<file path="src/design/multichannel_moving_average_macros.svh">
// ----------------------------------------------------------------------------
// Assertion macros for the multichannel moving average
// Concurrent checks clocked on clk and held off while rst_n is low.
// ----------------------------------------------------------------------------
`ifndef MULTICHANNEL_MOVING_AVERAGE_MACROS_SVH
`define MULTICHANNEL_MOVING_AVERAGE_MACROS_SVH

// same-cycle implication
`define MMA_ASSERT_NOW(label, ante, cons, msg) \
  label: assert property (@(posedge clk) disable iff (!rst_n) (ante) |-> (cons)) \
    else $error(msg);

// next-cycle implication
`define MMA_ASSERT_NEXT(label, ante, cons, msg) \
  label: assert property (@(posedge clk) disable iff (!rst_n) (ante) |=> (cons)) \
    else $error(msg);

`endif

</file>
<file path="src/design/mma_pkg.sv">
// ----------------------------------------------------------------------------
// mma_pkg
// Widths, derived sizes, queue item and back-end state type.
// ----------------------------------------------------------------------------
package mma_pkg;

  localparam int CHANNELS = 8;
  localparam int WINDOW   = 16;

  localparam int SAMPLE_W = 16;
  localparam int CHAN_W   = 3;
  localparam int FILL_W   = 5;

  // channel field only reaches 2**CHAN_W channels
  localparam int CH_USED  = (CHANNELS < (1 << CHAN_W)) ? CHANNELS : (1 << CHAN_W);
  localparam int CH_IDX_W = (CH_USED > 1) ? $clog2(CH_USED) : 1;
  localparam int POS_W    = (WINDOW > 1) ? $clog2(WINDOW) : 1;
  localparam int CNT_W    = $clog2(WINDOW + 1);
  localparam int TOTAL_W  = SAMPLE_W + CNT_W;
  localparam int DEPTH    = CH_USED * WINDOW;
  localparam int ADDR_W   = (DEPTH > 1) ? $clog2(DEPTH) : 1;

  // divider: DIV_RADIX quotient bits per cycle
  localparam int DIV_RADIX = 4;
  localparam int DIV_STEPS = (TOTAL_W + DIV_RADIX - 1) / DIV_RADIX;
  localparam int DIV_W     = DIV_STEPS * DIV_RADIX;
  localparam int DIV_CNT_W = (DIV_STEPS > 1) ? $clog2(DIV_STEPS) : 1;

  localparam int QUEUE_DEPTH = 2;
  localparam int QPTR_W      = (QUEUE_DEPTH > 1) ? $clog2(QUEUE_DEPTH) : 1;
  localparam int QCNT_W      = $clog2(QUEUE_DEPTH + 1);

  typedef struct packed {
    logic signed [SAMPLE_W-1:0] sample;
    logic [CHAN_W-1:0]          channel;
    logic                       in_range;
  } item_t;

  typedef enum logic [1:0] {
    B_IDLE,
    B_UPDATE,
    B_DIV,
    B_DONE
  } back_state_t;

endpackage

</file>
<file path="src/design/mma_if.sv">
// ----------------------------------------------------------------------------
// mma_in_if / mma_out_if
// Valid/ready stream channels for sample beats and average beats.
// ----------------------------------------------------------------------------
interface mma_in_if;
  logic                                 valid;
  logic                                 ready;
  logic signed [mma_pkg::SAMPLE_W-1:0]  sample;
  logic [mma_pkg::CHAN_W-1:0]           channel;

  modport source(output valid, sample, channel, input ready);
  modport sink(input valid, sample, channel, output ready);
endinterface

interface mma_out_if;
  logic                                 valid;
  logic                                 ready;
  logic signed [mma_pkg::SAMPLE_W-1:0]  average;
  logic [mma_pkg::CHAN_W-1:0]           channel_out;
  logic [mma_pkg::FILL_W-1:0]           fill_count;

  modport source(output valid, average, channel_out, fill_count, input ready);
  modport sink(input valid, average, channel_out, fill_count, output ready);
endinterface

</file>
<file path="src/design/mma_front.sv">
// ----------------------------------------------------------------------------
// mma_front
// Takes sample beats and tags each with its channel range check.
// ----------------------------------------------------------------------------
module mma_front (
  mma_in_if.sink          in_ch,
  input  logic            q_full,
  output logic            push,
  output mma_pkg::item_t  push_item
);

  assign in_ch.ready = !q_full;
  assign push        = in_ch.valid && !q_full;

  always_comb begin
    push_item.sample   = in_ch.sample;
    push_item.channel  = in_ch.channel;
    push_item.in_range = int'(in_ch.channel) < mma_pkg::CHANNELS;
  end

endmodule

</file>
<file path="src/design/mma_fifo.sv">
// ----------------------------------------------------------------------------
// mma_fifo
// Short item queue between front and back.
// ----------------------------------------------------------------------------
module mma_fifo (
  input  logic            clk,
  input  logic            rst_n,
  input  logic            push,
  input  mma_pkg::item_t  push_item,
  output logic            full,
  input  logic            pop,
  output mma_pkg::item_t  head,
  output logic            head_valid
);

  mma_pkg::item_t                  ent_r [mma_pkg::QUEUE_DEPTH];
  logic [mma_pkg::QPTR_W-1:0]      wr_ptr_r, wr_ptr_nxt;
  logic [mma_pkg::QPTR_W-1:0]      rd_ptr_r, rd_ptr_nxt;
  logic [mma_pkg::QCNT_W-1:0]      count_r, count_nxt;

  assign full       = count_r == mma_pkg::QCNT_W'(mma_pkg::QUEUE_DEPTH);
  assign head_valid = count_r != '0;
  assign head       = ent_r[rd_ptr_r];

  always_comb begin
    wr_ptr_nxt = wr_ptr_r;
    rd_ptr_nxt = rd_ptr_r;
    count_nxt  = count_r;
    if (push) begin
      wr_ptr_nxt = (wr_ptr_r == mma_pkg::QPTR_W'(mma_pkg::QUEUE_DEPTH - 1)) ? '0
                                                                             : wr_ptr_r + 1'b1;
    end
    if (pop) begin
      rd_ptr_nxt = (rd_ptr_r == mma_pkg::QPTR_W'(mma_pkg::QUEUE_DEPTH - 1)) ? '0
                                                                             : rd_ptr_r + 1'b1;
    end
    if (push && !pop) begin
      count_nxt = count_r + 1'b1;
    end else if (pop && !push) begin
      count_nxt = count_r - 1'b1;
    end
  end

  always_ff @(posedge clk) begin
    if (!rst_n) begin
      wr_ptr_r <= '0;
      rd_ptr_r <= '0;
      count_r  <= '0;
    end else begin
      wr_ptr_r <= wr_ptr_nxt;
      rd_ptr_r <= rd_ptr_nxt;
      count_r  <= count_nxt;
    end
  end

  always_ff @(posedge clk) begin
    if (push) begin
      ent_r[wr_ptr_r] <= push_item;
    end
  end

endmodule

</file>
<file path="src/design/mma_div.sv">
// ----------------------------------------------------------------------------
// mma_div
// Iterative signed-by-unsigned divider, truncating toward zero.
// ----------------------------------------------------------------------------
module mma_div (
  input  logic                                 clk,
  input  logic                                 rst_n,
  input  logic                                 start,
  input  logic signed [mma_pkg::TOTAL_W-1:0]   dividend,
  input  logic [mma_pkg::CNT_W-1:0]            divisor,
  output logic                                 done,
  output logic signed [mma_pkg::SAMPLE_W-1:0]  quotient
);

  logic                              busy_r;
  logic                              done_r;
  logic [mma_pkg::DIV_CNT_W-1:0]     step_r;
  logic                              neg_r;
  logic [mma_pkg::DIV_W-1:0]         q_r, q_nxt;
  logic [mma_pkg::CNT_W:0]           rem_r, rem_nxt;
  logic [mma_pkg::CNT_W-1:0]         d_r;
  logic [mma_pkg::TOTAL_W-1:0]       mag;
  logic [mma_pkg::SAMPLE_W-1:0]      q_low;

  assign mag = dividend[mma_pkg::TOTAL_W-1] ? mma_pkg::TOTAL_W'(-dividend)
                                            : mma_pkg::TOTAL_W'(dividend);

  // restoring steps, DIV_RADIX bits per cycle
  always_comb begin
    q_nxt   = q_r;
    rem_nxt = rem_r;
    for (int k = 0; k < mma_pkg::DIV_RADIX; k++) begin
      rem_nxt = {rem_nxt[mma_pkg::CNT_W-1:0], q_nxt[mma_pkg::DIV_W-1]};
      q_nxt   = {q_nxt[mma_pkg::DIV_W-2:0], 1'b0};
      if (rem_nxt >= {1'b0, d_r}) begin
        rem_nxt  = rem_nxt - {1'b0, d_r};
        q_nxt[0] = 1'b1;
      end
    end
  end

  assign q_low    = q_r[mma_pkg::SAMPLE_W-1:0];
  assign quotient = neg_r ? $signed(-q_low) : $signed(q_low);
  assign done     = done_r;

  always_ff @(posedge clk) begin
    if (!rst_n) begin
      busy_r <= 1'b0;
      done_r <= 1'b0;
      step_r <= '0;
    end else begin
      done_r <= 1'b0;
      if (start) begin
        busy_r <= 1'b1;
        step_r <= '0;
      end else if (busy_r) begin
        step_r <= step_r + 1'b1;
        if (step_r == mma_pkg::DIV_CNT_W'(mma_pkg::DIV_STEPS - 1)) begin
          busy_r <= 1'b0;
          done_r <= 1'b1;
        end
      end
    end
  end

  always_ff @(posedge clk) begin
    if (start) begin
      q_r   <= mma_pkg::DIV_W'(mag);
      rem_r <= '0;
      d_r   <= divisor;
      neg_r <= dividend[mma_pkg::TOTAL_W-1];
    end else if (busy_r) begin
      q_r   <= q_nxt;
      rem_r <= rem_nxt;
    end
  end

endmodule

</file>
<file path="src/design/mma_back.sv">
// ----------------------------------------------------------------------------
// mma_back
// Per-channel window update, average divide and output register.
// ----------------------------------------------------------------------------
module mma_back (
  input  logic            clk,
  input  logic            rst_n,
  input  mma_pkg::item_t  head,
  input  logic            head_valid,
  output logic            pop,
  mma_out_if.source       out_ch
);

  mma_pkg::back_state_t state_r, state_nxt;

  // sample store with per-entry valid bits; invalid reads as zero
  logic signed [mma_pkg::SAMPLE_W-1:0] mem [mma_pkg::DEPTH];
  logic [mma_pkg::DEPTH-1:0]           vld_r;

  logic signed [mma_pkg::TOTAL_W-1:0]  total_r [mma_pkg::CH_USED];
  logic [mma_pkg::POS_W-1:0]           wpos_r  [mma_pkg::CH_USED];
  logic [mma_pkg::CNT_W-1:0]           cnt_r   [mma_pkg::CH_USED];

  mma_pkg::item_t                      cur_r;
  logic [mma_pkg::POS_W-1:0]           cur_pos_r;
  logic [mma_pkg::ADDR_W-1:0]          cur_addr_r;
  logic signed [mma_pkg::SAMPLE_W-1:0] rd_data_r;
  logic                                rd_vld_r;
  logic signed [mma_pkg::SAMPLE_W-1:0] res_avg_r;
  logic [mma_pkg::FILL_W-1:0]          res_fill_r;

  logic                                out_valid_r;
  logic signed [mma_pkg::SAMPLE_W-1:0] out_avg_r;
  logic [mma_pkg::CHAN_W-1:0]          out_chan_r;
  logic [mma_pkg::FILL_W-1:0]          out_fill_r;

  logic                                wr_en, div_start, load_out;
  logic [mma_pkg::CH_IDX_W-1:0]        head_idx, cur_idx;
  logic [mma_pkg::POS_W-1:0]           head_pos, new_pos;
  logic [mma_pkg::ADDR_W-1:0]          head_addr;
  logic signed [mma_pkg::SAMPLE_W-1:0] old_sample;
  logic signed [mma_pkg::TOTAL_W-1:0]  new_total;
  logic [mma_pkg::CNT_W-1:0]           new_cnt;
  logic                                div_done;
  logic signed [mma_pkg::SAMPLE_W-1:0] div_quot;

  assign head_idx  = head.channel[mma_pkg::CH_IDX_W-1:0];
  assign head_pos  = wpos_r[head_idx];
  assign head_addr = mma_pkg::ADDR_W'(int'(head_idx) * mma_pkg::WINDOW + int'(head_pos));

  assign cur_idx    = cur_r.channel[mma_pkg::CH_IDX_W-1:0];
  assign old_sample = rd_vld_r ? rd_data_r : '0;
  assign new_total  = total_r[cur_idx] - mma_pkg::TOTAL_W'(old_sample)
                      + mma_pkg::TOTAL_W'($signed(cur_r.sample));
  assign new_cnt    = (int'(cnt_r[cur_idx]) < mma_pkg::WINDOW) ? cnt_r[cur_idx] + 1'b1
                                                              : cnt_r[cur_idx];
  assign new_pos    = (cur_pos_r == mma_pkg::POS_W'(mma_pkg::WINDOW - 1)) ? '0
                                                                         : cur_pos_r + 1'b1;

  mma_div u_div (
    .clk      (clk),
    .rst_n    (rst_n),
    .start    (div_start),
    .dividend (new_total),
    .divisor  (new_cnt),
    .done     (div_done),
    .quotient (div_quot)
  );

  // next state
  always_comb begin
    state_nxt = state_r;
    case (state_r)
      mma_pkg::B_IDLE: begin
        if (head_valid) begin
          state_nxt = head.in_range ? mma_pkg::B_UPDATE : mma_pkg::B_DONE;
        end
      end
      mma_pkg::B_UPDATE: state_nxt = mma_pkg::B_DIV;
      mma_pkg::B_DIV: begin
        if (div_done) begin
          state_nxt = mma_pkg::B_DONE;
        end
      end
      mma_pkg::B_DONE: begin
        if (!out_valid_r || out_ch.ready) begin
          state_nxt = mma_pkg::B_IDLE;
        end
      end
      default: state_nxt = mma_pkg::B_IDLE;
    endcase
  end

  // state outputs
  always_comb begin
    pop       = 1'b0;
    wr_en     = 1'b0;
    div_start = 1'b0;
    load_out  = 1'b0;
    case (state_r)
      mma_pkg::B_IDLE: pop = head_valid;
      mma_pkg::B_UPDATE: begin
        wr_en     = 1'b1;
        div_start = 1'b1;
      end
      mma_pkg::B_DIV: ;
      mma_pkg::B_DONE: load_out = !out_valid_r || out_ch.ready;
      default: ;
    endcase
  end

  always_ff @(posedge clk) begin
    if (!rst_n) begin
      state_r     <= mma_pkg::B_IDLE;
      out_valid_r <= 1'b0;
      vld_r       <= '0;
      for (int c = 0; c < mma_pkg::CH_USED; c++) begin
        total_r[c] <= '0;
        wpos_r[c]  <= '0;
        cnt_r[c]   <= '0;
      end
    end else begin
      state_r <= state_nxt;
      if (load_out) begin
        out_valid_r <= 1'b1;
      end else if (out_ch.ready) begin
        out_valid_r <= 1'b0;
      end
      if (wr_en) begin
        vld_r[cur_addr_r] <= 1'b1;
        total_r[cur_idx]  <= new_total;
        wpos_r[cur_idx]   <= new_pos;
        cnt_r[cur_idx]    <= new_cnt;
      end
    end
  end

  // sample store port: registered read at pop, write at update
  always_ff @(posedge clk) begin
    if (pop) begin
      rd_data_r <= mem[head_addr];
    end
    if (wr_en) begin
      mem[cur_addr_r] <= cur_r.sample;
    end
  end

  always_ff @(posedge clk) begin
    if (pop) begin
      cur_r      <= head;
      cur_pos_r  <= head_pos;
      cur_addr_r <= head_addr;
      rd_vld_r   <= vld_r[head_addr];
      if (!head.in_range) begin
        res_avg_r  <= '0;
        res_fill_r <= '0;
      end
    end
    if (wr_en) begin
      res_fill_r <= mma_pkg::FILL_W'(new_cnt);
    end
    if (div_done) begin
      res_avg_r <= div_quot;
    end
    if (load_out) begin
      out_avg_r  <= res_avg_r;
      out_chan_r <= cur_r.channel;
      out_fill_r <= res_fill_r;
    end
  end

  assign out_ch.valid       = out_valid_r;
  assign out_ch.average     = out_avg_r;
  assign out_ch.channel_out = out_chan_r;
  assign out_ch.fill_count  = out_fill_r;

endmodule

</file>
<file path="src/design/multichannel_moving_average.sv">
// ----------------------------------------------------------------------------
// multichannel_moving_average
// Per-channel moving average over the last WINDOW samples, Q11.4 in and out.
// ----------------------------------------------------------------------------
//
//   beat      dir  fields                                 handshake
//   --------  ---  -------------------------------------  -----------
//   in_ch     in   sample[15:0] s, channel[2:0]           valid/ready
//   out_ch    out  average[15:0] s, channel_out[2:0],     valid/ready
//                  fill_count[4:0]
//
// An in-range beat goes from queue head to output register through a store read,
// the update, DIV_STEPS (6) steps of the 4-bit-a-cycle divider plus its done
// strobe, and a hand-off that waits on out_ch; out-of-range beats skip update and divide.
// Reset clears the sample store at once through per-entry valid bits; there
// is no clearing pass and the first beat is taken right after reset.
// A 2-deep queue lets in_ch take up to two beats while the back end divides or out_ch
// stalls; the output register holds a beat while the next one is worked on.
module multichannel_moving_average (
  input  logic       clk,
  input  logic       rst_n,
  mma_in_if.sink     in_ch,
  mma_out_if.source  out_ch
);

`include "multichannel_moving_average_macros.svh"

  // front -> queue
  logic            push;
  mma_pkg::item_t  push_item;
  logic            q_full;

  // queue -> back
  mma_pkg::item_t  head;
  logic            head_valid;
  logic            pop;

  // front: range check on channel, ready follows queue space
  mma_front u_front (
    .in_ch     (in_ch),
    .q_full    (q_full),
    .push      (push),
    .push_item (push_item)
  );

  mma_fifo u_fifo (
    .clk        (clk),
    .rst_n      (rst_n),
    .push       (push),
    .push_item  (push_item),
    .full       (q_full),
    .pop        (pop),
    .head       (head),
    .head_valid (head_valid)
  );

  // back: read-modify-write of the channel's window, then divide
  mma_back u_back (
    .clk        (clk),
    .rst_n      (rst_n),
    .head       (head),
    .head_valid (head_valid),
    .pop        (pop),
    .out_ch     (out_ch)
  );

  // out-of-range channel results are all zero
  `MMA_ASSERT_NOW(a_oor_zero, out_ch.valid && (int'(out_ch.channel_out) >= mma_pkg::CHANNELS), (out_ch.average == '0) && (out_ch.fill_count == '0), "out-of-range beat has nonzero result")

  // back only pops a queued item
  `MMA_ASSERT_NOW(a_pop_nonempty, pop, head_valid, "pop from empty queue")

  // one item at a time in the back end
  `MMA_ASSERT_NEXT(a_pop_spacing, pop, !pop, "back popped on consecutive cycles")

endmodule
</file>
<file path="src/flat_wrapper.sv">
// flat-port wrapper written by rule: the top's interface ports become plain ports
module multichannel_moving_average_flat 
  (clk, rst_n, in_ch_valid, in_ch_sample, in_ch_channel, in_ch_ready, out_ch_valid, out_ch_average, out_ch_channel_out, out_ch_fill_count, out_ch_ready);
  mma_in_if in_ch_i ();
  mma_out_if out_ch_i ();
  input  logic clk;
  input  logic rst_n;
  input wire logic [$bits(in_ch_i.valid)-1:0] in_ch_valid;
  input wire logic [$bits(in_ch_i.sample)-1:0] in_ch_sample;
  input wire logic [$bits(in_ch_i.channel)-1:0] in_ch_channel;
  output wire logic [$bits(in_ch_i.ready)-1:0] in_ch_ready;
  output wire logic [$bits(out_ch_i.valid)-1:0] out_ch_valid;
  output wire logic [$bits(out_ch_i.average)-1:0] out_ch_average;
  output wire logic [$bits(out_ch_i.channel_out)-1:0] out_ch_channel_out;
  output wire logic [$bits(out_ch_i.fill_count)-1:0] out_ch_fill_count;
  input wire logic [$bits(out_ch_i.ready)-1:0] out_ch_ready;
  assign in_ch_i.valid = in_ch_valid;
  assign in_ch_i.sample = in_ch_sample;
  assign in_ch_i.channel = in_ch_channel;
  assign in_ch_ready = in_ch_i.ready;
  assign out_ch_valid = out_ch_i.valid;
  assign out_ch_average = out_ch_i.average;
  assign out_ch_channel_out = out_ch_i.channel_out;
  assign out_ch_fill_count = out_ch_i.fill_count;
  assign out_ch_i.ready = out_ch_ready;
  multichannel_moving_average u_core (.clk(clk), .rst_n(rst_n), .in_ch(in_ch_i), .out_ch(out_ch_i));
endmodule
</file>
<file path="config.mk">
export PLATFORM = sky130hd
export DESIGN_NAME = multichannel_moving_average_flat
export DESIGN_NICKNAME = d
export VERILOG_FILES = /design/src/design/mma_pkg.sv /design/src/design/mma_if.sv /design/src/design/mma_front.sv /design/src/design/mma_fifo.sv /design/src/design/mma_div.sv /design/src/design/mma_back.sv /design/src/design/multichannel_moving_average.sv /design/src/flat_wrapper.sv
export VERILOG_INCLUDE_DIRS = /design/src /design/src/design
export SDC_FILE = /design/constraint.sdc
export NUM_CORES = 2
export LEC_CHECK = 0
export BUFFER_PORTS_ARGS = -buffer_cell sky130_fd_sc_hd__buf_2
export CAP_MARGIN = 20
export CORE_MARGIN = 2
export CORE_UTILIZATION = 50
export DETAILED_ROUTE_END_ITERATION = 6
export PLACE_DENSITY = 0.69
export SETUP_SLACK_MARGIN = 0.05
export SLEW_MARGIN = 10
export SYNTH_ARGS = -nofsm -noshare
export SYNTH_HDL_FRONTEND = slang
export SYNTH_SLANG_ARGS = --single-unit
export TNS_END_PERCENT = 50
</file>
<file path="constraint.sdc">
create_clock -name clk -period 21.9 [get_ports clk]
set_input_delay 1.095 -clock clk [delete_from_list [all_inputs] [get_ports clk]]
set_output_delay 1.095 -clock clk [all_outputs]
set_load 0.005 [all_outputs]
</file>
# Yosys cells after proc, flatten, opt, wreduce, memory -nomap -nowiden
# Memory sizes are Yosys's and may differ from the RTL's. A register that Yosys moved wholly into a read port is not among the register bits.
# Cells that the tools add are included.
# W data, S select, Z words.
# word_totals
register_bits	251
n_memories	5
latch_bits	0
wordCells	154
out_inout_bits	26
input_bits	23
mem_bits_rw	2326
romBits	0
# op_classes
reduce_logical	24
multipliers	0
eq_ne	11
mux	63
shifts	0
div	0
n_bitwise	3
n_lt_le_gt_ge	8
n_addsub	16
# memory_table
memory	words	width	rd	rd_ports_with_merged_regs	wr	line	text
u_core.u_back.mem	128	16	1	1	1	mma_back.sv:17	logic signed [mma_pkg::SAMPLE_W-1:0] mem [mma_pkg::DEPTH];
u_core.u_back.total_r	8	21	1	1	8	mma_back.sv:20	logic signed [mma_pkg::TOTAL_W-1:0] total_r [mma_pkg::CH_USED];
u_core.u_back.cnt_r	8	5	1	1	8	mma_back.sv:22	logic [mma_pkg::CNT_W-1:0] cnt_r [mma_pkg::CH_USED];
u_core.u_fifo.ent_r	2	19	1	1	1	mma_fifo.sv:16	mma_pkg::item_t ent_r [mma_pkg::QUEUE_DEPTH];
u_core.u_back.wpos_r	8	4	1	0	8	mma_back.sv:21	logic [mma_pkg::POS_W-1:0] wpos_r [mma_pkg::CH_USED];
# ops
op	count
$or A128 B128 Y128	1
$mux W21	4
$mux W16	5
$mux W5	9
$mux W1	29
$ge A6 B5 Y1	4
$add A21 B16 Y21	1
$neg A21 Y21	1
$reduce_or A21 Y1	1
$sub A21 B16 Y21	1
$sub A5 B5 Y5	4
$lt A7 B8 Y1 const B	2
$neg A16 Y16	1
$mux W3	5
$mux W2	6
$reduce_bool A2 Y1	6
$mux W4	2
$pmux W2 S4	1
$add A7 B4 Y7	1
$bmux W1 S7	1
$demux W1 S7	1
$ge A7 B1 Y1 const B	1
$eq A2 B2 Y1 const B	3
$ne A2 B1 Y1 const B	3
22 further kinds	32

# Depth between registers and ports, before layout
# depth
ltp_word	10
mapped_depth	34

# Hierarchy
# From an unflattened synthesis, not the netlist that was laid out.
# unflattened
hier_cells	8006
hier_area_um2	105353.5
# by_module_without_submodules
module	n_inst	cells_per_inst	area_per_inst_um2
mma_back	1	7560	100293.7
mma_div	1	339	3238.1
mma_fifo	1	84	1657.8
mma_front	1	23	163.9

# Least setup slack after synthesis
# OpenSTA, ideal clock, no wires.
# synth_timing
path_kind	register -> register
start	register u_core.u_back.u_div.d_r[1] (netlist bit)
end	register u_core.u_back.u_div.rem_r[1] (netlist bit)
path_stages_with_launch	32
setup_ns	0.144
slack_ns	14.938
arrival_time_ns	6.819
synth_period_minus_slack_ns	6.962
path_cell_list	edfxtp_1 inv_1 fa_1 a21oi_1 o211ai_1 a211o_1 clkbuf_1 mux2_2 ha_1 nor2b_1 o21ai_0 a31oi_1 a2111oi_2 mux2i_1 ha_1 nor2b_1 o21ai_0 nand2b_1 a41o_1 a21o_1 a211o_1 clkbuf_1 nor2_1 a21oi_1 fa_1 a21o_1 a21oi_1 nand2_1 a21oi_1 and2_1 mux2i_1 a211oi_1
# synth_via
elab_chain_cells	8
elab_cells_between_ends	12
cone_classes	add/sub: 4; order compare: 4; mux: 4
# synth_rtl
item	line	text
start, declared	mma_div.sv:21	logic [mma_pkg::CNT_W-1:0] d_r;
start signal, assigned	mma_div.sv:70	d_r <= divisor;
$sub A5 B5 Y5 or $ge A6 B5 Y1 (tied branches)	mma_div.sv:36, mma_div.sv:35	
$mux W5	mma_div.sv:35	if (rem_nxt >= {1'b0, d_r}) begin
$sub A5 B5 Y5 or $ge A6 B5 Y1 (tied branches)	mma_div.sv:36, mma_div.sv:35	
$mux W5	mma_div.sv:35	
$sub A5 B5 Y5 or $ge A6 B5 Y1 (tied branches)	mma_div.sv:36, mma_div.sv:35	
$mux W5	mma_div.sv:35	
$ge A6 B5 Y1 or $sub A5 B5 Y5 (tied branches)	mma_div.sv:35, mma_div.sv:36	
$mux W5 *	mma_div.sv:35	
end signal, assigned	mma_div.sv:74	rem_r <= rem_nxt;
end, declared	mma_div.sv:20	logic [mma_pkg::CNT_W:0] rem_r, rem_nxt;
# Mark *: on every way between the ends. The rest lies on a longest branch, timed or not.
# A chain may end at the register's enable or synchronous reset.

==> qor.csv <==
metric;value;unit
sequential element share of the synthesized area;71.6;%
CP Class;register to register;
WL final;300;mm
Power Total;19.4;mW
Synth top cells by count;2438 x edfxtp_1, 1617 x nand2_1, 661 x nand3_1, 451 x nor2_1, 409 x mux2i_1;
ys async rst share;0;%
final instance area;119000;sq um
Primary FF master, synth;edfxtp_1;
R2R Setup Slk;14.02;ns
synthesis-to-layout area growth;11.9;%
via count;67400;
total number of H-tree levels;5;
post-cts resize count;0;
clk buf depth;4;
Fin Clk Skew;0.0665;ns
startpoint type of the worst setup path;register;
Tmin final;7.88;ns
status;complete, no violations;
Die Y;466;microns
Wirelength per Cell;27.6;microns
via/cell ratio;6.21;
Synth top area share;68.7;%
Final ANT Viol Nets;0;
# IOs;49;
post-synth net total;7835;
Max Clk Rate;0.127;GHz
Total GRT Usage;27.0;%
largest area contributor in the netlist;edfxtp_1;
Power Dens Cells;163;nW/um^2
CTS tree;done;
port bufs;48;
Post-synth EDFFs;2438;
Final Max Tran Viols;0;
Hold Fails Final Rpt;0;
TritonRoute pass-1 iters;6;
hold crit path type;primary input to register;
Sink Count;2590;
reg2reg end;u_core.u_back.rd_data_r[13]$_DFFE_PP_;
total negative setup slack;0;ns
Slew headroom;19.2;%
Die X;466;microns
placed cell areas;110000;sq um
register bit count reported by yosys;2590;
Max Cap Viol;0;
Nets;7926;
Syn Area/Cell;13.8;sq um
vias in the first global route;64320;
CTS buffer count;280;
synth unique cells;80;
post-synthesis cell count;7735;
# DRC;0;
Ys Warns;0;
fin crit share;36.0;%
setup bufs post-CTS;0;
initial antenna violation count;16;
leakage;41.8;nW
Core Area;212000;sq um
die area;217000;sq um
VDD IR max;223;uV
count leader, synth;edfxtp_1;
Reg2Reg Depth;18;
cts hold-fix bufs;0;
RSZ-0062 raised after global routing;false;
CTS root buffer;clkbuf_16;
Initial DRC Count;10114;
final setup vio count;0;
clk slew on worst S/H paths;0.06;ns
FILL cells;16510;
share of cells above drive strength 1;11.1;%
worst skew pair latency;0.94;ns
first-pass GRT wire length;432;mm
num rows;169;
largest net degree at the start of global routing;173;
Worst-Margin Slew;1.20;ns
Synth area leaders;edfxtp_1 69%, nand2_1 5.7%, mux2i_1 3.8%, nand3_1 3.1%, dfxtp_1 2.9%;
routability cong.;0.869;
Initial Util;50.3;%
Worst Path Arrival;8.65;ns
dpl hpwl;168;mm
Cell Area, Synth;107000;sq um
Worst Path Max Fanout;67;
total congestion overflow;0;
Setup crit end;u_core.u_back.rd_data_r[13]$_DFFE_PP_;
required time of the critical path;22.67;ns
CP Capture Type;register;
worst max-delay path, cell delays in order (launching register included):
cell	delay, ns
dfxtp_1	0.31
buf_4	0.43
mux2i_4	0.31
buf_4	0.31
inv_2	0.35
nor2_1	0.18
a21o_2	0.14
buf_4	0.59
o21a_4	0.40
buf_4	0.63
buf_4	0.70
buf_4	0.74
buf_4	0.70
nand2_1	0.10
and3_1	0.18
a311oi_1	0.22
o21ai_0	0.26
a31oi_1	0.74
a211o_1	0.18
state kept, by name, indices dropped and copies added (netlist names), 16 cells and up, named ones only:
name / flops
u_core.u_back.cnt_r: 40
u_core.u_back.cur_r: 16
u_core.u_back.mem: 2048
u_core.u_back.out_ch.average: 16
u_core.u_back.rd_data_r: 16
u_core.u_back.res_avg_r: 16
u_core.u_back.total_r: 168
u_core.u_back.u_div.q_r: 24
u_core.u_back.vld_r: 128
u_core.u_back.wpos_r: 32
u_core.u_fifo.ent_r: 38
metal layers:
layer  track usage, %  routed length, microns  up-vias
li1                 -                       -    28935
met1             37.3                  114000    33765
met2             41.7                  137000     4035
met3             5.82                   34900      657
met4             11.5                   13100        8
met5                0                      53        -
worst min-delay path by stage:
stage | slack, ns | startpoint | end | cells past startpoint
3_3_place_gp | 0.40 | u_core.u_back.res_fill_r[2]$_SDFFCE_PN0P_ | u_core.u_back.out_ch.fill_count[2]$_DFFE_PP_ | 0
2_1_floorplan | 0.40 | u_core.u_back.res_avg_r[0]$_SDFFCE_PN0P_ | u_core.u_back.out_ch.average[0]$_DFFE_PP_ | 0
6_report | 0.36 | in_ch_sample[15] | u_core.u_fifo.ent_r[1][18]$_DFFE_PP_ | 1
5_1_grt | 0.34 | in_ch_sample[15] | u_core.u_fifo.ent_r[1][18]$_DFFE_PP_ | 1
3_5_place_dp | 0.40 | u_core.u_back.res_avg_r[15]$_SDFFCE_PN0P_ | u_core.u_back.out_ch.average[15]$_DFFE_PP_ | 0
4_1_cts | 0.31 | in_ch_sample[15] | u_core.u_fifo.ent_r[1][18]$_DFFE_PP_ | 1
stage by stage:
| step | cells | setup slack (ns) | hold slack (ns) | utilization (%) |
|---|---|---|---|---|
| detailed placement | 10362 | 14.02 | 0.405 | 52.1 |
| global route | 10848 | 13.32 | 0.335 | 56.2 |
| finish | 10851 | 14.02 | 0.358 | 56.2 |
| floorplan | 7735 | 14.94 | 0.400 | - |
| CTS | 10845 | 14.03 | 0.307 | 56.2 |
| global placement | 10351 | 13.94 | 0.402 | 52.1 |
cells in the final DEF (no fill, tap or decap), types with 14 or more instances in the layout:
master,synthesis,routed
clkinv_1,2,43
a311o_1,48,48
o211ai_1,14,14
edfxtp_1,2438,2438
ha_1,53,52
o21ai_0,59,59
a311oi_1,100,100
nand2_1,1617,1616
a22oi_1,20,20
a21o_1,22,21
a221oi_1,38,38
nor2_2,0,25
mux2_2,30,30
buf_4,14,250
and3_1,130,130
nand4_1,38,38
mux4_2,98,98
nand3_1,661,661
a211oi_1,26,26
xnor2_1,31,30
fa_1,24,24
and2_1,25,25
nor2_1,451,425
clkinv_2,0,44
a32oi_1,23,23
o211a_1,56,56
nor2b_1,18,17
o21a_1,133,132
bufinv_16,0,17
a21oi_1,107,105
clkbuf_1,250,70
clkbuf_16,0,287
buf_2,193,50
inv_1,101,100
mux2i_1,409,406
dfxtp_1,152,149
xor2_1,36,36
a31oi_1,93,93
kinds of logic (layout without fill, tap and decap cells):
| group | count (synthesis) | count (layout) | share of synthesized area [%] |
|---|---|---|---|
| multiplexers | 539 | 539 | 6.27 |
| buffers and inverters | 621 | 913 | 2.49 |
| adder cells (fa/ha/maj) | 77 | 77 | 1.07 |
| XOR/XNOR | 67 | 67 | 0.551 |
| flip-flops | 2590 | 2590 | 71.6 |
| AND/OR/NAND/NOR | 3012 | 3012 | 12.1 |
| other | 0 | 3 | 0 |
| AO/OA/AOI/OAI | 829 | 829 | 5.91 |
power by group:
group / leakage [nW] / switching, mW / total [mW] / internal (mW)
Sequential: 23.5 / 0.170 / 6.39 / 6.22
Clock: 4.22 / 1.87 / 4.51 / 2.64
Combinational: 14.1 / 5.89 / 8.48 / 2.59
Total: 41.8 / 7.93 / 19.4 / 11.5
cell type report:
| class | instances | area, sq um | share of cell area (%) |
|---|---|---|---|
| Antenna cell | 3 | 7.51 | 0.00630 |
| Clock buffer | 370 | 7620 | 6.40 |
| Clock inverter | 113 | 975 | 0.818 |
| Inverter | 109 | 432 | 0.362 |
| Multi-Input combinational cell | 4524 | 27800 | 23.4 |
| Sequential cell | 2590 | 76300 | 64.0 |
| Tap cell | 2821 | 3530 | 2.96 |
| Timing Repair Buffer | 321 | 2510 | 2.10 |
(Power assumes the default switching activity.)
